File: src/hdl/assert_macros.svh
// Assertion macros for the RTL of the LFO block, included by the top level.
`ifndef ASSERT_MACROS_SVH
`define ASSERT_MACROS_SVH
`ifndef SYNTHESIS
// Checked on every rising clock edge outside reset.
`define LWD_ASSERT(lbl, prop, msg) \
    lbl: assert property (@(posedge i_clk) disable iff (!i_rst_n) (prop)) else $error(msg);
// Checked on every rising clock edge, reset included.
`define LWD_ASSERT_ALWAYS(lbl, prop, msg) \
    lbl: assert property (@(posedge i_clk) (prop)) else $error(msg);
`else
`define LWD_ASSERT(lbl, prop, msg)
`define LWD_ASSERT_ALWAYS(lbl, prop, msg)
`endif
`endif

File: src/hdl/lwd_pkg.sv
// Types, field layout and constants of the wavetable LFO.
package lwd_pkg;

    // Wave table and phase cursor
    localparam int TBL_AW     = 10;
    localparam int TABLE_SIZE = 1 << TBL_AW;
    localparam int FRAC_W     = 16;
    localparam int CUR_W      = TBL_AW + FRAC_W;

    // Field widths
    localparam int KIND_W  = 2;
    localparam int IDX_W   = 10;
    localparam int SMP_W   = 16;
    localparam int TIME_W  = 24;
    localparam int FRAME_W = 10;
    localparam int MAG_W   = 16;
    localparam int RATE_W  = 16;
    localparam int OUT_W   = 19;

    // Stream payload layout
    localparam int TD_IDX_LSB   = 0;
    localparam int TD_SMP_LSB   = TD_IDX_LSB + IDX_W;
    localparam int TD_NOTE_LSB  = TD_SMP_LSB + SMP_W;
    localparam int TD_FRAME_LSB = TD_NOTE_LSB + TIME_W;
    localparam int TD_ZC_BIT    = TD_FRAME_LSB + FRAME_W;
    localparam int S_TDATA_W    = ((TD_ZC_BIT + 1 + 7) / 8) * 8;
    localparam int M_TDATA_W    = ((OUT_W + 7) / 8) * 8;

    // Item kinds
    localparam logic [KIND_W-1:0] KIND_TABLE_WR = 2'd0;
    localparam logic [KIND_W-1:0] KIND_NOTE_ON  = 2'd1;
    localparam logic [KIND_W-1:0] KIND_TICK     = 2'd2;

    // Configuration port
    localparam int CFG_IDX_W  = 3;
    localparam int CFG_DATA_W = 24;
    localparam logic [CFG_IDX_W-1:0] CFG_DELAY     = 3'd0;
    localparam logic [CFG_IDX_W-1:0] CFG_ATTACK    = 3'd1;
    localparam logic [CFG_IDX_W-1:0] CFG_MAGNITUDE = 3'd2;
    localparam logic [CFG_IDX_W-1:0] CFG_BASE      = 3'd3;
    localparam logic [CFG_IDX_W-1:0] CFG_RATE      = 3'd4;
    localparam logic [CFG_IDX_W-1:0] CFG_NOTE_SYNC = 3'd5;

    localparam logic [MAG_W-1:0]  MAG_RESET  = 16'd16384;
    localparam logic [RATE_W-1:0] RATE_RESET = 16'd256;

    // Shared multiplier and serial divider
    localparam int MUL_A_W    = 33;
    localparam int MUL_B_W    = 25;
    localparam int PROD_W     = MUL_A_W + MUL_B_W;
    localparam int P_W        = 32;
    localparam int ATT_SHIFT  = 29;
    localparam int DIV_K      = 32;
    localparam int DIV_CNT_W  = $clog2(DIV_K);
    localparam int QUOT_W     = DIV_K + 1;

    typedef struct packed {
        logic [TIME_W-1:0]       delay_time;
        logic [TIME_W-1:0]       attack_time;
        logic [MAG_W-1:0]        magnitude;
        logic signed [SMP_W-1:0] base_value;
        logic [RATE_W-1:0]       rate;
        logic                    note_sync;
    } t_cfg;

    typedef struct packed {
        logic busy;
        logic done;
    } t_div_stat;

endpackage

File: src/hdl/lwd_mul.sv
// Shared signed multiplier with registered product.
module lwd_mul (
    input  logic                              i_clk,
    input  logic signed [lwd_pkg::MUL_A_W-1:0] i_a,
    input  logic signed [lwd_pkg::MUL_B_W-1:0] i_b,
    output logic signed [lwd_pkg::PROD_W-1:0]  o_prod
);
    import lwd_pkg::*;

    logic signed [PROD_W-1:0] r_prod;

    always_ff @(posedge i_clk) begin
        r_prod <= PROD_W'(i_a) * PROD_W'(i_b);
    end

    assign o_prod = r_prod;

endmodule

File: config.mk
export PLATFORM = sky130hd
export DESIGN_NAME = lwd_mul
export DESIGN_NICKNAME = d
export VERILOG_FILES = /design/src/hdl/assert_macros.svh /design/src/hdl/lwd_pkg.sv /design/src/hdl/lwd_mul.sv
export SDC_FILE = /design/constraint.sdc
export NUM_CORES = 2
export LEC_CHECK = 0
export BUFFER_PORTS_ARGS = -buffer_cell sky130_fd_sc_hd__buf_4
export CAP_MARGIN = 20
export CELL_PAD_IN_SITES_DETAIL_PLACEMENT = 0
export CELL_PAD_IN_SITES_GLOBAL_PLACEMENT = 2
export CORE_ASPECT_RATIO = 1.2
export CORE_MARGIN = 4
export CORE_UTILIZATION = 46
export CTS_BUF_LIST = sky130_fd_sc_hd__clkbuf_8 sky130_fd_sc_hd__clkbuf_16
export DETAILED_ROUTE_END_ITERATION = 10
export HOLD_SLACK_MARGIN = 0.06
export PLACE_DENSITY_LB_ADDON = 0.1
export SLEW_MARGIN = 5
export SYNTH_ARGS = -nofsm -noshare
export SYNTH_HDL_FRONTEND = slang
export SYNTH_SLANG_ARGS = --single-unit
export TNS_END_PERCENT = 10
File: constraint.sdc
create_clock -name i_clk -period 14.5 [get_ports i_clk]
set_clock_uncertainty 0.05 [all_clocks]
set_input_delay 1.45 -clock i_clk [delete_from_list [all_inputs] [get_ports i_clk]]
set_output_delay 1.45 -clock i_clk [all_outputs]
set_load 0.005 [all_outputs]
==> flow_summary.json <==
{
  "ioPinCount": 117,
  "holdPathStages": 2,
  "setup_tns_ns": 0,
  "cts_made_buffers": 9,
  "first_global_vias": 24186,
  "dieArea_sq_um": 69800,
  "rsz0062_at_grt": "no",
  "diodes": 0,
  "floorplan.initialDensity_pct": 46.6,
  "clk_root_buffer_cell": "sky130_fd_sc_hd__clkbuf_16",
  "synth-edff-count": 0,
  "syn-num-nets": 4266,
  "synth_area_leader_cell": "sky130_fd_sc_hd__fa_1",
  "timing.final.setup_violations": 0,
  "wl_per_cell_um": 22.3,
  "holdCritPathClass": "input port to flop",
  "cts_resized": 0,
  "number_of_design_rule_violations_left_after_detail_routing": 0,
  "timing_hold_violations_final": 0,
  "half_perimeter_wire_length_after_detailed_placement_um": 70300,
  "antenna_violating_nets_post_route": 0,
  "postSynthAreaPerCell_sq_um": 9.42,
  "grt_first_pass_wirelength_um": 141000,
  "crit_type": "input port to flop",
  "flow.area_growth_from_synthesis_pct": 5.16,
  "most_common_cell_after_layout_fill_and_taps_aside": "sky130_fd_sc_hd__fa_1",
  "clock_tree_buf_depth": 2,
  "netlist-cell-type-count": 60,
  "grtUsageTotal_pct": 26.6,
  "timing.critical_path.required_ns": 14.66,
  "place_congestion": 0.895,
  "synth.yosys.seq_area_share_pct": 3.84,
  "synth_top_cells_by_area": "sky130_fd_sc_hd__fa_1 (56%), sky130_fd_sc_hd__inv_1 (9.8%), sky130_fd_sc_hd__and2_1 (8.5%)",
  "num_vias": 21227,
  "drt_iter0_markers": 954,
  "setup.worst_path.end_class": "flop",
  "synth_top_cell_area_share_pct": 55.8,
  "placed_cells_incl_taps": 4000,
  "cts-hold-fix-buffers": 0,
  "tritoncts": "built",
  "via_cell_ratio": 5.29,
  "grt_max_degree": 34,
  "n_fill_cell": 6213,
  "worst-slew-pin-transition_ns": 0.966,
  "synth_cells": 3208,
  "max_freq_ghz": 0.111,
  "clock_sinks": 58,
  "dieHeight_um": 289,
  "totalWireLength_um": 89600,
  "ys_warnings": 0,
  "setup_ws_ns": 5.49,
  "drive_above_1_share_pct": 4.68,
  "cap_violations": 0,
  "ys_async_sr_fraction_pct": 0,
  "final_cells": 4015,
  "buffer_ports.inserted": 116,
  "clkTransAtPathRegs_ns": 0.06,
  "ys_seq_elements": 58,
  "post-place-ws_ns": 5.01,
  "chipWidth_um": 242,
  "status": "completed",
  "crit_path_start_kind": "input port",
  "cp.arrival_ns": 9.17,
  "synth_flop_cell": "sky130_fd_sc_hd__dfxtp_1",
  "holdWs_ns": 1.51,
  "critical_path_peak_fanout": 26,
  "post-cts-setup-buffers": 0,
  "hold_path_startpoint": "i_b[0]",
  "grt_remaining_overflow": 0,
  "antenna_violations_before_repair": 5,
  "core-area_sq_um": 64800,
  "fin_nets": 4237,
  "final_min_period_over_clock_period_pct": 62.1,
  "most-common-layout-cells": "sky130_fd_sc_hd__fa_1 (842), sky130_fd_sc_hd__inv_1 (785), sky130_fd_sc_hd__nand2_1 (416), sky130_fd_sc_hd__and2_1 (409), sky130_fd_sc_hd__ha_1 (157)",
  "syn_area_sq_um": 30200,
  "drt_first_pass_iters": 5,
  "final_max_slew_viol_count": 0,
  "largest_register_ff_count": 58,
  "std_cell_rows": 102,
  "timing.final.crit_period_ns": 9.01,
  "maxSlewHeadroom_pct": 35.1,
  "htree_levels": 3,
  "crit_path_launch": "i_b[24]"
}
## synth_stat cells (all sizes together) (3+ instances only)
master    n
a31oi    12
clkbuf  153
o211ai    9
nor3      6
nor3b     3
xor2     15
xnor2    44
nand3    16
inv     785
o31ai     3
fa      842
a21oi    51
o21bai   15
nand2   416
ha      157
o21a      6
and2    410
nor2b     5
a211oi    9
a211o     3
dfxtp    58
nor4      3
a21o     36
nand2b   11
nor2     57
o21ai    32
and3      8
buf       5
nand4    15
## area by class of cell
class                           instances  area (sq um)  area share [%]
Multi-Input combinational cell       2206         25400            80.1
Sequential cell                        58          1160            3.66
Tap cell                              832          1040            3.28
Clock inverter                          6          58.8           0.185
Timing Repair Buffer                  118           886            2.79
Clock buffer                            9           225           0.709
Inverter                              786          2950            9.29
## final timing paths
path | to
hold / removal | o_prod[0]
setup / recovery | o_prod[57]
## worst max-delay path, stage by stage
cell	delay [ns]
sky130_fd_sc_hd__buf_4	0.19
sky130_fd_sc_hd__clkinv_1	0.74
sky130_fd_sc_hd__nor2_1	0.35
sky130_fd_sc_hd__fa_1	0.47
sky130_fd_sc_hd__fa_1	0.52
sky130_fd_sc_hd__fa_1	0.45
sky130_fd_sc_hd__fa_1	0.56
sky130_fd_sc_hd__fa_1	0.44
sky130_fd_sc_hd__fa_1	0.49
sky130_fd_sc_hd__inv_1	0.05
sky130_fd_sc_hd__fa_1	0.47
sky130_fd_sc_hd__inv_1	0.04
sky130_fd_sc_hd__ha_1	0.37
sky130_fd_sc_hd__a21o_1	0.23
sky130_fd_sc_hd__a21o_1	0.18
sky130_fd_sc_hd__a21oi_1	0.27
sky130_fd_sc_hd__nor3b_1	0.49
sky130_fd_sc_hd__nand4_1	0.18
sky130_fd_sc_hd__o21ai_1	0.51
sky130_fd_sc_hd__o221ai_1	0.30
sky130_fd_sc_hd__a21oi_1	0.28
sky130_fd_sc_hd__o211ai_1	0.13
## logic make-up after synthesis
family	Yosys count	share of synthesized area, %
adders and majority gates	999	62.3
and+or+nand+nor	954	15.8
buffers and inverters	944	11.9
AOI/OAI and AO/OA	194	4.42
xor gates and xnor gates	59	1.71
DFF	58	3.84
## metal layers
| layer | up-vias | GRT usage (%) | routed length, um |
|---|---|---|---|
| met2 | 541 | 50.7 | 49100 |
| met4 | 0 | 8.94 | 3480 |
| met5 | - | 0 | 0 |
| met1 | 11385 | 31.4 | 33500 |
| li1 | 9143 | - | - |
| met3 | 158 | 2.67 | 3500 |
## metrics by stage
stage / area, sq um / utilization [%]
after global routing: 31800 / 49.0
after CTS: 31800 / 49.0
after floorplan: 30200 / -
final: 31800 / 49.0
after detailed placement: 31500 / 48.6
after global placement: 31500 / 48.6
Power is not shown: default switching activity piles up to over one toggle a cycle in this logic, so the estimate is an artifact.
