### src/hdl/assert_macros.svh
// Assertion macros for the RTL of the LFO block, included by the top level.
`ifndef ASSERT_MACROS_SVH
`define ASSERT_MACROS_SVH
`ifndef SYNTHESIS
// Checked on every rising clock edge outside reset.
`define LWD_ASSERT(lbl, prop, msg) \
    lbl: assert property (@(posedge i_clk) disable iff (!i_rst_n) (prop)) else $error(msg);
// Checked on every rising clock edge, reset included.
`define LWD_ASSERT_ALWAYS(lbl, prop, msg) \
    lbl: assert property (@(posedge i_clk) (prop)) else $error(msg);
`else
`define LWD_ASSERT(lbl, prop, msg)
`define LWD_ASSERT_ALWAYS(lbl, prop, msg)
`endif
`endif

### src/hdl/lwd_pkg.sv
// Types, field layout and constants of the wavetable LFO.
package lwd_pkg;

    // Wave table and phase cursor
    localparam int TBL_AW     = 10;
    localparam int TABLE_SIZE = 1 << TBL_AW;
    localparam int FRAC_W     = 16;
    localparam int CUR_W      = TBL_AW + FRAC_W;

    // Field widths
    localparam int KIND_W  = 2;
    localparam int IDX_W   = 10;
    localparam int SMP_W   = 16;
    localparam int TIME_W  = 24;
    localparam int FRAME_W = 10;
    localparam int MAG_W   = 16;
    localparam int RATE_W  = 16;
    localparam int OUT_W   = 19;

    // Stream payload layout
    localparam int TD_IDX_LSB   = 0;
    localparam int TD_SMP_LSB   = TD_IDX_LSB + IDX_W;
    localparam int TD_NOTE_LSB  = TD_SMP_LSB + SMP_W;
    localparam int TD_FRAME_LSB = TD_NOTE_LSB + TIME_W;
    localparam int TD_ZC_BIT    = TD_FRAME_LSB + FRAME_W;
    localparam int S_TDATA_W    = ((TD_ZC_BIT + 1 + 7) / 8) * 8;
    localparam int M_TDATA_W    = ((OUT_W + 7) / 8) * 8;

    // Item kinds
    localparam logic [KIND_W-1:0] KIND_TABLE_WR = 2'd0;
    localparam logic [KIND_W-1:0] KIND_NOTE_ON  = 2'd1;
    localparam logic [KIND_W-1:0] KIND_TICK     = 2'd2;

    // Configuration port
    localparam int CFG_IDX_W  = 3;
    localparam int CFG_DATA_W = 24;
    localparam logic [CFG_IDX_W-1:0] CFG_DELAY     = 3'd0;
    localparam logic [CFG_IDX_W-1:0] CFG_ATTACK    = 3'd1;
    localparam logic [CFG_IDX_W-1:0] CFG_MAGNITUDE = 3'd2;
    localparam logic [CFG_IDX_W-1:0] CFG_BASE      = 3'd3;
    localparam logic [CFG_IDX_W-1:0] CFG_RATE      = 3'd4;
    localparam logic [CFG_IDX_W-1:0] CFG_NOTE_SYNC = 3'd5;

    localparam logic [MAG_W-1:0]  MAG_RESET  = 16'd16384;
    localparam logic [RATE_W-1:0] RATE_RESET = 16'd256;

    // Shared multiplier and serial divider
    localparam int MUL_A_W    = 33;
    localparam int MUL_B_W    = 25;
    localparam int PROD_W     = MUL_A_W + MUL_B_W;
    localparam int P_W        = 32;
    localparam int ATT_SHIFT  = 29;
    localparam int DIV_K      = 32;
    localparam int DIV_CNT_W  = $clog2(DIV_K);
    localparam int QUOT_W     = DIV_K + 1;

    typedef struct packed {
        logic [TIME_W-1:0]       delay_time;
        logic [TIME_W-1:0]       attack_time;
        logic [MAG_W-1:0]        magnitude;
        logic signed [SMP_W-1:0] base_value;
        logic [RATE_W-1:0]       rate;
        logic                    note_sync;
    } t_cfg;

    typedef struct packed {
        logic busy;
        logic done;
    } t_div_stat;

endpackage

### src/hdl/lwd_div.sv
// Serial restoring divider, one quotient bit a cycle, floor rounding.
module lwd_div (
    input  logic                               i_clk,
    input  logic                               i_rst_n,
    input  logic                               i_start,
    input  logic signed [lwd_pkg::PROD_W-1:0]  i_dividend,
    input  logic [lwd_pkg::TIME_W-1:0]         i_divisor,
    output lwd_pkg::t_div_stat                 o_stat,
    output logic signed [lwd_pkg::QUOT_W-1:0]  o_quot
);
    import lwd_pkg::*;

    typedef enum logic [1:0] {D_IDLE, D_RUN, D_FIX} t_dstate;

    t_dstate               r_state;
    logic                  r_done;
    logic                  r_neg;
    logic [TIME_W-1:0]     r_rem;
    logic [TIME_W-1:0]     r_dvs;
    logic [DIV_K-1:0]      r_shq;
    logic [DIV_CNT_W-1:0]  r_cnt;
    logic [QUOT_W-1:0]     r_quot;

    logic [PROD_W-1:0]     w_mag;
    logic [TIME_W:0]       w_trial;
    logic [TIME_W:0]       w_diff;
    logic                  w_ge;
    logic [QUOT_W-1:0]     w_qinc;

    // The quotient is known to fit DIV_K bits, so the top of the dividend
    // already sits below the divisor and seeds the partial remainder.
    assign w_mag   = i_dividend[PROD_W-1] ? PROD_W'(-i_dividend) : i_dividend;
    assign w_trial = {r_rem, r_shq[DIV_K-1]};
    assign w_diff  = w_trial - {1'b0, r_dvs};
    assign w_ge    = (w_trial >= {1'b0, r_dvs});
    assign w_qinc  = {1'b0, r_shq} + QUOT_W'(r_rem != '0);

    always_ff @(posedge i_clk) begin
        if (!i_rst_n) begin
            r_state <= D_IDLE;
            r_done  <= 1'b0;
        end else begin
            r_done <= 1'b0;
            unique case (r_state)
                D_IDLE: begin
                    if (i_start) begin
                        r_neg   <= i_dividend[PROD_W-1];
                        r_rem   <= w_mag[DIV_K +: TIME_W];
                        r_shq   <= w_mag[DIV_K-1:0];
                        r_dvs   <= i_divisor;
                        r_cnt   <= '0;
                        r_state <= D_RUN;
                    end
                end
                D_RUN: begin
                    r_rem <= w_ge ? w_diff[TIME_W-1:0] : w_trial[TIME_W-1:0];
                    r_shq <= {r_shq[DIV_K-2:0], w_ge};
                    r_cnt <= r_cnt + 1'b1;
                    if (r_cnt == DIV_CNT_W'(DIV_K - 1)) begin
                        r_state <= D_FIX;
                    end
                end
                D_FIX: begin
                    // round toward minus infinity for a negative dividend
                    r_quot  <= r_neg ? -w_qinc : {1'b0, r_shq};
                    r_done  <= 1'b1;
                    r_state <= D_IDLE;
                end
                default: r_state <= D_IDLE;
            endcase
        end
    end

    assign o_stat.busy = (r_state != D_IDLE);
    assign o_stat.done = r_done;
    assign o_quot      = $signed(r_quot);

endmodule

### config.mk
export PLATFORM = sky130hd
export DESIGN_NAME = lwd_div
export DESIGN_NICKNAME = d
export VERILOG_FILES = /design/src/hdl/assert_macros.svh /design/src/hdl/lwd_pkg.sv /design/src/hdl/lwd_div.sv
export SDC_FILE = /design/constraint.sdc
export NUM_CORES = 1
export LEC_CHECK = 0
export ABC_AREA = 1
export BUFFER_PORTS_ARGS = -buffer_cell sky130_fd_sc_hd__buf_2
export CAP_MARGIN = 30
export CORE_MARGIN = 5
export CORE_UTILIZATION = 45
export CTS_CLUSTER_DIAMETER = 150
export DETAILED_ROUTE_END_ITERATION = 7
export SYNTH_ARGS = -nofsm -noshare
export SYNTH_HDL_FRONTEND = slang
export SYNTH_SLANG_ARGS = --single-unit
### constraint.sdc
create_clock -name i_clk -period 4.3 [get_ports i_clk]
set_clock_uncertainty 0.1 [all_clocks]
set_input_delay 0.215 -clock i_clk [delete_from_list [all_inputs] [get_ports i_clk]]
set_output_delay 0.215 -clock i_clk [all_outputs]
set_load 0.01 [all_outputs]
==> impl_metrics.toml <==
[synthesis]
synth_mux_area_share_pct = 0
synth_area_leaders = "edfxtp_1 (32%), nand2_1 (19%), inv_1 (9.9%)"
ys_seq_area_share_pct = 32.3
synth_top_family_by_area = "simple AND/OR/NAND/NOR gates"
synth_compound_area_share_pct = 7.01
synth-adder-area-share_pct = 7.07
yosysTopAreaCellShare_pct = 31.7
synthArstFlopShare_pct = 0
synthSimpleGateAreaFrac_pct = 38.9
ys_types = 38
synth_seq_cells = 122
synth_edf_count = 119
synth_flop_cell = "edfxtp_1"
ys.warnings.count = 0
syn_nets = 1884
synth_area_um2 = 11300
synth.largest_area_cell = "edfxtp_1"
syn_area_per_cell_um2 = 6.48
syn_inst = 1736
synthXorXnorAreaFrac_pct = 3.27

[global_routing]
track_usage_pct = 24.7
antenna_found_initial = 0
grt_pass1_wl_mm = 55.6
grt_pass1_vias = 10700
grt_max_degree = 74
gr-total-overflow = 0

[cts]
htree_num_levels = 4
numCtsBuffers = 17
clk_transition_reported_paths_ns = 0.06
clock_sinks = 122
clockBufferDepth = 2
cts_root_buf = "clkbuf_16"
cts-hold-fix-buffers = 25
tritoncts = "yes"
ctsResizeCount = 0
clk_latency_ns = 0.43
cts_setup_buffers = 0

[drt]
drtPass1Iterations = 6
antenna_left = 0
wl_mm = 35.1
avgViaCountPerCell = 5.16
vias = 11400
post_drt_wl_per_cell_um = 15.9
drc = 0
drt_iter0_markers = 1026

[worst_setup_path]
cp_common_cell = "nand2_1"
critical_path_buf_inv_count = 1
crit_type = "register to register"
path_cells = "nor4_1, nand4_1, nor3_1, ha_1, ha_1, inv_1, o21ai_0, nand2_1, nand2_1, nand2_1, nand3_1, nand2_1, nand2_1, nand2_1, nand3_1, nand2_1"
cpPeakStageDelay_ns = 0.58
worstSetupStartpointType = "register"
worst_ep_arrival_time_ns = 3.87
required_ns = 4.38
critPathTopFamily = "simple AND/OR/NAND/NOR gates"
cpMaxStageDelayCell = "nor4_1"
path_max_fanout = 5
end_kind = "register"

[sta]
final_hold_viol_count = 0
setup-violations-final = 0
tns_ns = 0
max_slew_margin_pct = 43.2
fin_ws_ns = 0.510
tightest_slew_ns = 0.851
rsz0062_at_grt = "no"
drv_slew = 0
fmax_mhz = 264
min_period_over_period_pct = 88.1
min_period_ns = 3.79

[pwr]
p_leak_nw = 6.43
vdd_ir_drop_max_v = 0.000235
powerDensity_nw_per_um2 = 351
combPwrFrac_pct = 34.9
switching_share_pct = 37.8
power_switching_mw = 1.73
p_int_mw = 2.84
p_seq_share_pct = 33.5
pwr-share-clk_pct = 31.7
p_total_mw = 4.57

[placed_design]
io_buffers = 118
dp_slack_ns = 0.501
place_congestion = 0.954
hpwl_mm = 28.0

[floorplan]
fp-row-count = 57
start_util_pct = 46.0
ioPinCount = 120
die_w_um = 168
die_y_um = 168
core_um2 = 24500
dieArea_um2 = 28300

[finish]
n_antenna_cell = 0
drive_above_1_share_pct = 10.4
areaGrowthSynthToFinish_pct = 15.5
final_core_util_pct = 53.2
num-nets-final = 2021

[run_status]
status = "complete, no violations"

[min_path]
holdCritPathClass = "input port to register"

[flow_run]
cap_viol_max_count = 0
==> sequential cells by signal, indices dropped and copies added, names as in the netlist <==
name,flops
r_shq,32
r_state,2
o_quot,33
r_cnt,5
r_dvs,24
r_done,1
r_neg,1
r_rem,24
==> worst min-delay path: stages <==
cell     delay (ns)
buf_2          0.11
xnor2_1        0.07
o21ai_0        0.12
==> worst paths after layout <==
path,slack (ns),from,endpoint,depth (start not counted)
hold / removal,0.11,i_dividend[13],r_shq[13],3
setup reg to reg,0.51,r_rem[17],o_quot[30],16
hold reg to reg,0.41,r_state[1],r_done,2
setup / recovery,0.51,r_rem[17],o_quot[30],16
==> layout by cell type (no fill, tap or decap), drive strengths merged, types with 2 or more instances in the layout <==
| cell | instances |
|---|---|
| o211ai | 3 |
| o21bai | 2 |
| clkinv | 6 |
| clkinvlp | 5 |
| or2 | 4 |
| nor4 | 5 |
| buf | 127 |
| nand3b | 17 |
| xor2 | 21 |
| ha | 62 |
| nor2 | 182 |
| xnor2 | 21 |
| o22ai | 3 |
| clkbuf | 17 |
| nand2 | 582 |
| nand3 | 192 |
| nor3 | 17 |
| dlygate4sd3 | 25 |
| nand4 | 24 |
| a21oi | 51 |
| edfxtp | 119 |
| inv | 301 |
| dfxtp | 3 |
| bufinv | 2 |
| o21ai | 92 |
==> cells by family (layout without fill, tap and decap cells) <==
logic type / Yosys count / after routing
and+or+nand+nor: 1023 / 1023
buffers and inverters: 333 / 483
AOI/OAI and AO/OA: 153 / 153
DFF: 122 / 122
adders and majority gates: 63 / 63
xor gates and xnor gates: 42 / 42
==> cell usage after synthesis (3+ instances only) <==
library cell and count:
ha_1 62, nand3_2 14, nand4_1 24, nor3_1 15, nor2_1 173, o211ai_1 3
o21ai_0 90, inv_2 3, nor2_2 8, nor4_1 5, o22ai_1 3, buf_2 7
nand3b_1 17, xor2_1 21, nand2_2 4, clkbuf_1 17, dfxtp_1 3, inv_1 296
edfxtp_1 119, xnor2_1 21, nand2_1 578, a21oi_1 51, buf_6 4, buf_1 5
nand3_1 177
==> final cells by class <==
type / count / area [µm²]
Clock buffer: 17 / 425
Fill cell: 2479 / 11500
Inverter: 299 / 1120
Timing Repair Buffer: 152 / 928
Multi-Input combinational cell: 1281 / 6340
Clock inverter: 15 / 150
Sequential cell: 122 / 3630
Tap cell: 324 / 405
==> power by group through the flow <==
stage / Sequential, mW / Clock, mW / Combinational, mW
after floorplan: 1.52 / 0 / 1.14
after global placement: 1.55 / 0 / 1.53
after detailed placement: 1.55 / 0 / 1.55
after CTS: 1.52 / 1.47 / 1.58
after global routing: 1.54 / 1.52 / 1.80
final: 1.53 / 1.45 / 1.59
==> through the flow <==
| step | std cells | cell area (µm²) | hold WS, ns |
|---|---|---|---|
| 2_1_floorplan | 1736 | 11300 | 0.214 |
| 3_3_place_gp | 2152 | 12200 | 0.291 |
| 3_5_place_dp | 2153 | 12200 | 0.293 |
| 4_1_cts | 2210 | 13000 | 0.0987 |
| 5_1_grt | 2210 | 13000 | 0.120 |
| 6_report | 2210 | 13000 | 0.114 |
==> routing by layer <==
metal	wire length, µm	vias to the layer above	part of all wire [%]	GRT usage, %
li1	-	5833	-	-
met3	3050	36	8.7	4.76
met2	14400	431	41	36.0
met4	538	0	1.5	6.00
met1	17100	5098	49	37.5
met5	0	-	0	0
(Power assumes the default switching activity.)
