===== config.mk =====
export PLATFORM = sky130hd
export DESIGN_NAME = lwd_regs
export DESIGN_NICKNAME = d
export VERILOG_FILES = /design/src/hdl/assert_macros.svh /design/src/hdl/lwd_pkg.sv /design/src/hdl/lwd_regs.sv
export SDC_FILE = /design/constraint.sdc
export NUM_CORES = 1
export LEC_CHECK = 0
export ABC_CLOCK_PERIOD_IN_PS = 1270
export BUFFER_PORTS_ARGS = -buffer_cell sky130_fd_sc_hd__buf_2
export CORE_MARGIN = 3
export CORE_UTILIZATION = 41
export DETAILED_ROUTE_END_ITERATION = 10
export HOLD_SLACK_MARGIN = 0.12
export PLACE_DENSITY = 0.64
export SYNTH_ARGS = -nofsm -noshare
export SYNTH_HDL_FRONTEND = slang
export SYNTH_SLANG_ARGS = --single-unit

===== constraint.sdc =====
create_clock -name i_clk -period 1.27 [get_ports i_clk]
set_input_delay 0.1905 -clock i_clk [delete_from_list [all_inputs] [get_ports i_clk]]
set_output_delay 0.1905 -clock i_clk [all_outputs]
set_load 0.01 [all_outputs]

===== src/hdl/assert_macros.svh =====
// Assertion macros for the RTL of the LFO block, included by the top level.
`ifndef ASSERT_MACROS_SVH
`define ASSERT_MACROS_SVH
`ifndef SYNTHESIS
// Checked on every rising clock edge outside reset.
`define LWD_ASSERT(lbl, prop, msg) \
    lbl: assert property (@(posedge i_clk) disable iff (!i_rst_n) (prop)) else $error(msg);
// Checked on every rising clock edge, reset included.
`define LWD_ASSERT_ALWAYS(lbl, prop, msg) \
    lbl: assert property (@(posedge i_clk) (prop)) else $error(msg);
`else
`define LWD_ASSERT(lbl, prop, msg)
`define LWD_ASSERT_ALWAYS(lbl, prop, msg)
`endif
`endif


===== src/hdl/lwd_pkg.sv =====
// Types, field layout and constants of the wavetable LFO.
package lwd_pkg;

    // Wave table and phase cursor
    localparam int TBL_AW     = 10;
    localparam int TABLE_SIZE = 1 << TBL_AW;
    localparam int FRAC_W     = 16;
    localparam int CUR_W      = TBL_AW + FRAC_W;

    // Field widths
    localparam int KIND_W  = 2;
    localparam int IDX_W   = 10;
    localparam int SMP_W   = 16;
    localparam int TIME_W  = 24;
    localparam int FRAME_W = 10;
    localparam int MAG_W   = 16;
    localparam int RATE_W  = 16;
    localparam int OUT_W   = 19;

    // Stream payload layout
    localparam int TD_IDX_LSB   = 0;
    localparam int TD_SMP_LSB   = TD_IDX_LSB + IDX_W;
    localparam int TD_NOTE_LSB  = TD_SMP_LSB + SMP_W;
    localparam int TD_FRAME_LSB = TD_NOTE_LSB + TIME_W;
    localparam int TD_ZC_BIT    = TD_FRAME_LSB + FRAME_W;
    localparam int S_TDATA_W    = ((TD_ZC_BIT + 1 + 7) / 8) * 8;
    localparam int M_TDATA_W    = ((OUT_W + 7) / 8) * 8;

    // Item kinds
    localparam logic [KIND_W-1:0] KIND_TABLE_WR = 2'd0;
    localparam logic [KIND_W-1:0] KIND_NOTE_ON  = 2'd1;
    localparam logic [KIND_W-1:0] KIND_TICK     = 2'd2;

    // Configuration port
    localparam int CFG_IDX_W  = 3;
    localparam int CFG_DATA_W = 24;
    localparam logic [CFG_IDX_W-1:0] CFG_DELAY     = 3'd0;
    localparam logic [CFG_IDX_W-1:0] CFG_ATTACK    = 3'd1;
    localparam logic [CFG_IDX_W-1:0] CFG_MAGNITUDE = 3'd2;
    localparam logic [CFG_IDX_W-1:0] CFG_BASE      = 3'd3;
    localparam logic [CFG_IDX_W-1:0] CFG_RATE      = 3'd4;
    localparam logic [CFG_IDX_W-1:0] CFG_NOTE_SYNC = 3'd5;

    localparam logic [MAG_W-1:0]  MAG_RESET  = 16'd16384;
    localparam logic [RATE_W-1:0] RATE_RESET = 16'd256;

    // Shared multiplier and serial divider
    localparam int MUL_A_W    = 33;
    localparam int MUL_B_W    = 25;
    localparam int PROD_W     = MUL_A_W + MUL_B_W;
    localparam int P_W        = 32;
    localparam int ATT_SHIFT  = 29;
    localparam int DIV_K      = 32;
    localparam int DIV_CNT_W  = $clog2(DIV_K);
    localparam int QUOT_W     = DIV_K + 1;

    typedef struct packed {
        logic [TIME_W-1:0]       delay_time;
        logic [TIME_W-1:0]       attack_time;
        logic [MAG_W-1:0]        magnitude;
        logic signed [SMP_W-1:0] base_value;
        logic [RATE_W-1:0]       rate;
        logic                    note_sync;
    } t_cfg;

    typedef struct packed {
        logic busy;
        logic done;
    } t_div_stat;

endpackage


===== src/hdl/lwd_regs.sv =====
// Configuration registers of the LFO.
module lwd_regs (
    input  logic                           i_clk,
    input  logic                           i_rst_n,
    input  logic                           i_wr_en,
    input  logic [lwd_pkg::CFG_IDX_W-1:0]  i_index,
    input  logic [lwd_pkg::CFG_DATA_W-1:0] i_wr_data,
    output lwd_pkg::t_cfg                  o_cfg
);
    import lwd_pkg::*;

    t_cfg r_cfg;

    always_ff @(posedge i_clk) begin
        if (!i_rst_n) begin
            r_cfg.delay_time  <= '0;
            r_cfg.attack_time <= '0;
            r_cfg.magnitude   <= MAG_RESET;
            r_cfg.base_value  <= '0;
            r_cfg.rate        <= RATE_RESET;
            r_cfg.note_sync   <= 1'b0;
        end else if (i_wr_en) begin
            unique case (i_index)
                CFG_DELAY:     r_cfg.delay_time  <= i_wr_data[TIME_W-1:0];
                CFG_ATTACK:    r_cfg.attack_time <= i_wr_data[TIME_W-1:0];
                CFG_MAGNITUDE: r_cfg.magnitude   <= i_wr_data[MAG_W-1:0];
                CFG_BASE:      r_cfg.base_value  <= $signed(i_wr_data[SMP_W-1:0]);
                CFG_RATE:      r_cfg.rate        <= i_wr_data[RATE_W-1:0];
                CFG_NOTE_SYNC: r_cfg.note_sync   <= i_wr_data[0];
                default: ;
            endcase
        end
    end

    assign o_cfg = r_cfg;

endmodule


==> impl_metrics.tcl, run 1 <==
set metrics [dict create \
    antenna_found_initial 0 \
    yosysUniqueCellTypes 14 \
    io-pin-count 127 \
    fillers 783 \
    largest_register_ffs 97 \
    fin_worst_skew_ns 0 \
    clockRootBuffer "clkbuf_8" \
    gp_congestion 0.7579 \
    synth_top_area_share 0.5302 \
    num_rows 33 \
    htree_levels 3 \
    n_antenna_cell 0 \
    via_per_inst 4.763 \
    p_int_mw 4.078 \
    power_leakage_nw 2.397 \
    wl_per_cell_microns 14.98 \
    post-place-ws_ns 0.05173 \
    clkSinkCount 97 \
    grt_max_degree 42 \
    io_buffers 126 \
    clk_latency_ns 0.34 \
    slew-limit-headroom 0.8090 \
    setup-tns-final_ns 0 \
    clock_path_buffers 2 \
    post-cts-setup-buffers 0 \
    path_clk_slew_ns 0.11 \
    finalCritPeriodShare 0.8247 \
    start_kind "flop" \
    whs_ns 0.1886 \
    grt_pass1_vias 2772 \
    fmax_mhz 954.8 \
    cts_buffers 9 \
    drc 0 \
    async_flop_share 0 \
    postLayoutCoreUtil 0.5599 \
    worstMarginPinSlew_ns 0.2858 \
    cp.required_ns 1.08 \
    die_width_microns 100.5 \
    syn_inst 349 \
    dr.pass1.iters 4 \
    synthFlopType "dfxtp_1" \
    fin_crit_ns 1.047 \
    reg2reg_to "o_cfg[61]" \
    critPathCapture "o_cfg[77]" \
    ctsResizeCount 0 \
    slew_violations 0 \
    cp_max_fo 2 \
    yosysSeqAreaShare 0.5302 \
    ys_warn_count 0 \
    cp_cell_sequence "buf_2" \
    synth_nets 379 \
    drv_cap 0 \
    core_area_sq_mm 0.008423 \
    synth.area.top_cells "dfxtp_1 53%, mux2i_1 27%, nand2_1 12%" \
    rsz0062_at_grt "false" \
    path_delay_family "flip-flops" \
    hold_viol 0 \
    ant_nets 0 \
    critical_path_depth 1 \
    seqPwrFrac 0.571 \
    setup_viol 0 \
    rr_worst_depth 2 \
    drive_above_1_share 0.3231 \
    synth_area_sq_mm 0.003662 \
    reg2reg_slack_ns 0.64 \
    yosysMostFrequentCell "nand2_1" \
    cpPeakStageDelay_ns 0.36 \
    vias 2829 \
    endpoint_kind "output port" \
    total_power_mw 5.498 \
    grt_pass1_wl_microns 13860 \
    syn_area_per_cell_sq_um 10.49 \
    dieArea_sq_mm 0.01010 \
    drt_wl_total_microns 8897 \
    hpwlAfterDp_microns 6341 \
    p_clk_frac 0.340 \
    grt-ovfl-total 0 \
    peakVddDrop_mv 0.5669 \
    synthTopCellsByCount "119 x nand2_1, 97 x dfxtp_1, 97 x mux2i_1, 7 x buf_2, 6 x clkbuf_1" \
    initial_core_util 0.4348 \
    grt_use_total 0.1752 \
    cts_tree "built" \
    critPathKind "flop to output port" \
    chipHeight_microns 100.5 \
    combPwrFrac 0.089 \
    power_density_mw_per_mm2 1166 \
    arrival_ns 0.86 \
    switchingPower_mw 1.420 \
    drt_iter0_markers 81 \
    synth_top_area_cell "dfxtp_1" \
    setup_ws_ns 0.2227 \
    hp-class "input port to flop" \
    rr_startpoint "o_cfg[61]" \
    ys_ff_latch 97 \
    synth-edff-count 0 \
    switching_share 0.2582 \
    crit_slowest_cell "dfxtp_1" \
    outcome "finished clean" \
    critPathLaunch "o_cfg[77]" \
    areaGrowthSynthToFinish_pct 28.77 \
    layout.nets 514 \
    postCtsHoldBufs 10 \
    critPathBufInv 1 \
]
## power by group through the flow
stage / Combinational (mW) / Clock, mW / Sequential [mW]
finish: 0.489 / 1.87 / 3.14
global route: 0.533 / 2.05 / 3.15
CTS: 0.495 / 1.95 / 3.14
detailed placement: 0.470 / 0 / 3.21
global placement: 0.462 / 0 / 3.21
floorplan: 0.232 / 0 / 3.24
## metrics by stage
stage / instances / cell area [sq um]
2_1_floorplan: 349 / 3662
3_3_place_gp: 568 / 4431
3_5_place_dp: 568 / 4431
4_1_cts: 594 / 4716
5_1_grt: 594 / 4716
6_report: 594 / 4716
## worst min path at each step
stage / from / endpoint / slack (ns) / cells after the start
2_1_floorplan: i_wr_data[14] / o_cfg[47] / 0.35 / 2
3_3_place_gp: o_cfg[73] / o_cfg[73] / 0.44 / 2
3_5_place_dp: o_cfg[52] / o_cfg[52] / 0.45 / 2
4_1_cts: i_rst_n / o_cfg[89] / 0.17 / 3
5_1_grt: i_rst_n / o_cfg[65] / 0.19 / 3
6_report: i_rst_n / o_cfg[89] / 0.19 / 3
## metal layers
layer  track usage  up-vias  share of wire
met5             0        -              0
met4       0.06943        0          0.013
met3       0.03114        8          0.054
met2        0.2829       82           0.48
met1        0.2330     1322           0.46
li1              -     1417              -
## area by class of cell
cell class	instances	area (sq um)	area share
Clock inverter	7	61.31	0.01300
Clock buffer	9	123.9	0.02627
Sequential cell	97	1942	0.4118
Timing Repair Buffer	150	938.4	0.1990
Tap cell	105	131.4	0.02786
Multi-Input combinational cell	226	1519	0.3221
## worst reg2reg max path: stages (launching register included)
cell and delay (ns):
dfxtp_1 0.36, nand2_1 0.06, mux2i_1 0.13
## cell families (layout without fill, tap and decap cells)
group / after synthesis / after routing / synth area share
mux: 97 / 97 / 0.2651
buf+inv: 26 / 166 / 0.05740
simple gates: 129 / 129 / 0.1472
flops: 97 / 97 / 0.5302
## cell usage in the layout, fill, tap and decap left out, drive strengths merged
cell         count
inv              3
nor4b            1
clkinvlp         1
and4bb           1
dfxtp           97
nand4bb          2
nand4b           2
clkbuf           9
nand2          119
mux2i           97
nor2b            4
clkinv           3
buf            140
dlygate4sd3     10
(Power assumes the default switching activity.)
==> inputs of run 2 (changes only) <==
--- a/config.mk
+++ b/config.mk
@@ -5,13 +5,13 @@
 export SDC_FILE = /design/constraint.sdc
 export NUM_CORES = 1
 export LEC_CHECK = 0
-export ABC_CLOCK_PERIOD_IN_PS = 1270
+export ABC_CLOCK_PERIOD_IN_PS = 940
 export BUFFER_PORTS_ARGS = -buffer_cell sky130_fd_sc_hd__buf_2
 export CORE_MARGIN = 3
 export CORE_UTILIZATION = 41
 export DETAILED_ROUTE_END_ITERATION = 10
 export HOLD_SLACK_MARGIN = 0.12
-export PLACE_DENSITY = 0.64
+export PLACE_DENSITY = 0.66
 export SYNTH_ARGS = -nofsm -noshare
 export SYNTH_HDL_FRONTEND = slang
 export SYNTH_SLANG_ARGS = --single-unit
==> constraint.sdc (replaced) <==
create_clock -name i_clk -period 0.94 [get_ports i_clk]
set_input_delay 0.141 -clock i_clk [delete_from_list [all_inputs] [get_ports i_clk]]
set_output_delay 0.141 -clock i_clk [all_outputs]
set_load 0.01 [all_outputs]
==> impl_metrics.tcl, run 2 (synthesized netlist as in run 1, its figures left out) <==
set metrics [dict create \
    outcome "finished with violations" \
    violations "negative setup slack" \
    multi_input_area_sq_mm 0.001519 \
    cts_tree "built" \
    htree_levels 3 \
    fin_worst_skew_ns 0 \
    clockRootBuffer "clkbuf_8" \
    layout.nets 543 \
    drive_above_1_share 0.5463 \
    critPathBufInv 1 \
    power_density_mw_per_mm2 1463 \
    dr.pass1.iters 4 \
    grt_pass1_vias 3057 \
    areaGrowthSynthToFinish_pct 57.19 \
    vias 3009 \
    worstMarginPinSlew_ns 0.2704 \
    power_leakage_nw 2.698 \
    endpoint_kind "output port" \
    cpPeakStageDelay_ns 0.37 \
    clock_path_buffers 2 \
    drv_cap 0 \
    clk_latency_ns 0.34 \
    setup_ws_ns -0.03028 \
    cp.required_ns 0.80 \
    fin_crit_ns 0.9703 \
    drt_iter0_markers 90 \
    final_cell_mix "119 x nand2_1, 97 x mux2i_1, 97 x dfxtp_2, 97 x buf_6, 33 x buf_4" \
    core_area_sq_mm 0.008423 \
    seqCellArea_sq_mm 0.002063 \
    antenna_found_initial 0 \
    start_kind "flop" \
    fillers 640 \
    via_per_inst 4.830 \
    critPathKind "flop to output port" \
    grt_use_total 0.1971 \
    path_delay_family "flip-flops" \
    p_clk_frac 0.393 \
    reg2reg_slack_ns 0.14 \
    io_buffers 126 \
    dieArea_sq_mm 0.01010 \
    final_common_cell "nand2_1" \
    hp-class "input port to flop" \
    io-pin-count 127 \
    hold_viol 0 \
    path_clk_slew_ns 0.09 \
    drc 0 \
    fmax_mhz 1031 \
    chipHeight_microns 100.5 \
    instances_no_fill 623 \
    crit_slowest_cell "dfxtp_2" \
    p_int_mw 6.510 \
    grt-ovfl-total 0 \
    arrival_ns 0.83 \
    initial_core_util 0.4348 \
    finalCritPeriodShare 1.032 \
    switchingPower_mw 1.914 \
    slew-limit-headroom 0.8193 \
    die_width_microns 100.5 \
    drt_wl_total_microns 9990 \
    setup_viol 44 \
    largest_register_ffs 97 \
    seqPwrFrac 0.508 \
    setup-tns-final_ns -0.3586 \
    num_rows 33 \
    hpwlAfterDp_microns 6398 \
    grt_max_degree 31 \
    switching_share 0.2272 \
    placedCellCount 575 \
    ant_nets 0 \
    rsz0062_at_grt "true" \
    combPwrFrac 0.099 \
    cp_cell_sequence "buf_6" \
    cp_max_fo 2 \
    gp_congestion 0.7488 \
    clkSinkCount 97 \
    slew_violations 0 \
    cts_buffers 9 \
    peakVddDrop_mv 0.9002 \
    n_antenna_cell 0 \
    grt_pass1_wl_microns 15640 \
    wl_per_cell_microns 16.04 \
]
run 2: worst paths after layout:
kind,startpoint,endpoint,cells after the start
min,i_wr_en,o_cfg[0],3
min reg2reg,o_cfg[49],o_cfg[49],2
max,o_cfg[69],o_cfg[69],1
max reg2reg,o_cfg[9],o_cfg[9],3
run 2: area by class of cell:
class,instances,area share
timing repair buffer,179,0.3110
clock buffer,10,0.02391
sequential,97,0.3584
clock inverter,6,0.02000
multi-input combinational,226,0.2639
tap,105,0.02282
run 2: power by group through the flow:
stage               Clock, mW  Sequential (mW)  Combinational [mW]
floorplan                   0             4.38               0.317
global placement            0             4.34               0.653
detailed placement          0             4.34               0.664
CTS                      3.36             4.28               0.808
global route             3.53             4.29               0.895
finish                   3.31             4.28               0.833
run 2: repair_timing:
action	4_1_cts	5_1_grt
gates resized for setup	194	0
setup buffers	5	16
setup endpoints to repair	97	97
endpoints found under the hold margin	19	0
hold buffers	11	0
run 2: through the flow:
| stage | power, mW | worst slack (ns) | cell area [sq um] | hold WS (ns) | utilization |
|---|---|---|---|---|---|
| finish | 8.425 | -0.03028 | 5757 | 0.1369 | 0.6835 |
| global placement | 4.989 | -0.1601 | 4508 | 0.4097 | 0.5352 |
| CTS | 8.448 | -0.03462 | 5637 | 0.1210 | 0.6692 |
| global route | 8.717 | -0.06352 | 5757 | 0.1325 | 0.6835 |
| detailed placement | 5.003 | -0.2263 | 4508 | 0.4230 | 0.5352 |
| floorplan | 4.696 | -0.002348 | 3675 | 0.3014 | - |
run 2: layer usage:
metal | track usage | wire length, microns
met5 | 0 | 0
met4 | 0.05803 | 131
met3 | 0.04775 | 512
met2 | 0.3298 | 5002
met1 | 0.2529 | 4344
==> inputs of run 3 (changes only) <==
--- a/config.mk
+++ b/config.mk
@@ -8,10 +8,11 @@
 export ABC_CLOCK_PERIOD_IN_PS = 940
 export BUFFER_PORTS_ARGS = -buffer_cell sky130_fd_sc_hd__buf_2
 export CORE_MARGIN = 3
-export CORE_UTILIZATION = 41
+export CORE_UTILIZATION = 45
 export DETAILED_ROUTE_END_ITERATION = 10
 export HOLD_SLACK_MARGIN = 0.12
-export PLACE_DENSITY = 0.66
+export PLACE_DENSITY = 0.72
+export REMOVE_ABC_BUFFERS = 1
 export SYNTH_ARGS = -nofsm -noshare
 export SYNTH_HDL_FRONTEND = slang
 export SYNTH_SLANG_ARGS = --single-unit
==> impl_metrics.tcl, run 3 (synthesized netlist as in run 1, its figures left out) <==
set metrics [dict create \
    fin_worst_skew_ns 0 \
    rsz0062_at_grt "true" \
    fin_area_sq_mm 0.005756 \
    grt_max_degree 47 \
    layout.nets 553 \
    die_width_microns 96.21 \
    post-place-ws_ns -0.2268 \
    outcome "finished with violations" \
    start_kind "flop" \
    vias 3026 \
    ant_nets 0 \
    fin_crit_ns 0.9699 \
    rr_startpoint "o_cfg[92]" \
    critical_path_depth 1 \
    cp_cell_sequence "buf_6" \
    endpoint_kind "output port" \
    htree_levels 3 \
    n_antenna_cell 0 \
    io-pin-count 127 \
    cp_max_fo 2 \
    rr_worst_depth 4 \
    hold_depth 3 \
    clkSinkCount 97 \
    final_cell_mix "119 x nand2_1, 97 x mux2i_1, 97 x dfxtp_2, 97 x buf_6, 45 x buf_4" \
    areaGrowthSynthToFinish_pct 57.16 \
    critPathLaunch "o_cfg[42]" \
    fmax_mhz 1031 \
    slew-limit-headroom 0.8205 \
    total_power_mw 7.928 \
    largest_register_ffs 97 \
    critPathBufInv 1 \
    clk_latency_ns 0.34 \
    via_per_inst 4.803 \
    drt_iter0_markers 94 \
    gp_congestion 0.7614 \
    path_clk_slew_ns 0.09 \
    wl_per_cell_microns 15.26 \
    reg2reg_to "o_cfg[92]" \
    grt_pass1_vias 2961 \
    dieArea_sq_mm 0.009256 \
    cts_tree "built" \
    grt_pass1_wl_microns 14610 \
    clockRootBuffer "clkbuf_8" \
    whs_ns 0.1461 \
    dpl_cell_area_sq_mm 0.004482 \
    setup-tns-final_ns -0.1868 \
    cp.required_ns 0.80 \
    core_area_sq_mm 0.007807 \
    power_density_mw_per_mm2 1377 \
    chipHeight_microns 96.21 \
    slew_violations 0 \
    drive_above_1_share 0.5530 \
    setup_ws_ns -0.02995 \
    drc 0 \
    cpPeakStageDelay_ns 0.37 \
    clock_path_buffers 2 \
    drv_cap 0 \
    worstMarginPinSlew_ns 0.2682 \
    path_delay_family "flip-flops" \
    peakVddDrop_mv 0.8905 \
    antenna_found_initial 0 \
    final_common_cell "nand2_1" \
    hold_viol 0 \
    grt-ovfl-total 0 \
    critPathCapture "o_cfg[42]" \
    finalCritPeriodShare 1.032 \
    violations "negative setup slack" \
    drt_wl_total_microns 9612 \
    initial_core_util 0.4691 \
    arrival_ns 0.83 \
    cts_buffers 9 \
    io_buffers 126 \
    crit_slowest_cell "dfxtp_2" \
    hpwlAfterDp_microns 5855 \
    reg2reg_slack_ns 0.15 \
    critPathKind "flop to output port" \
    power_leakage_nw 2.714 \
    num_rows 32 \
    fillers 519 \
    dr.pass1.iters 4 \
    grt_use_total 0.2041 \
    hp-class "input port to flop" \
    setup_viol 28 \
]
run 3: how the worst min path moves through the flow:
stage,from,to,slack (ns)
after global routing,i_wr_data[5],o_cfg[22],0.14
final,i_wr_data[5],o_cfg[38],0.15
after floorplan,i_rst_n,o_cfg[49],0.29
after CTS,i_wr_data[7],o_cfg[8],0.12
after detailed placement,i_wr_data[8],o_cfg[9],0.42
after global placement,i_wr_data[8],o_cfg[9],0.40
run 3: per-stage QoR:
stage	util	cells
finish	0.7372	630
global route	0.7372	630
CTS	0.7170	609
detailed placement	0.5740	574
global placement	0.5740	574
floorplan	-	323
run 3: routing by layer:
metal	GRT usage	vias up	share of wire
li1	-	1501	-
met1	0.2485	1427	0.43
met2	0.3422	81	0.49
met3	0.05551	17	0.056
met4	0.07701	0	0.021
met5	0	-	0
run 3: worst reg2reg max path, cell delays in order, from the launching register on:
cell and delay, ns:
dfxtp_2 0.33, buf_4 0.12, buf_4 0.12, nand2_1 0.05
mux2i_1 0.06
run 3: cell type report:
cell class / instances / area (sq um) / share of cell area
clock inverter: 4 / 50.05 / 0.008696
clock buffer: 12 / 165.2 / 0.02870
sequential: 97 / 2063 / 0.3585
timing repair buffer: 189 / 1831 / 0.3180
tap: 102 / 127.6 / 0.02217
multi-input combinational: 226 / 1519 / 0.2639
run 3: power breakdown:
group | internal (mW) | leakage, nW | switching, mW
clock | 1.44 | 0.105 | 1.38
sequential | 4.21 | 0.831 | 0.0680
combinational | 0.449 | 1.78 | 0.374
run 3: what timing repair did:
item	CTS	global route
endpoints found under the setup margin	97	97
resized for setup	194	0
setup buffers	7	21
hold buffers	12	0
hold endpoints to repair	28	0
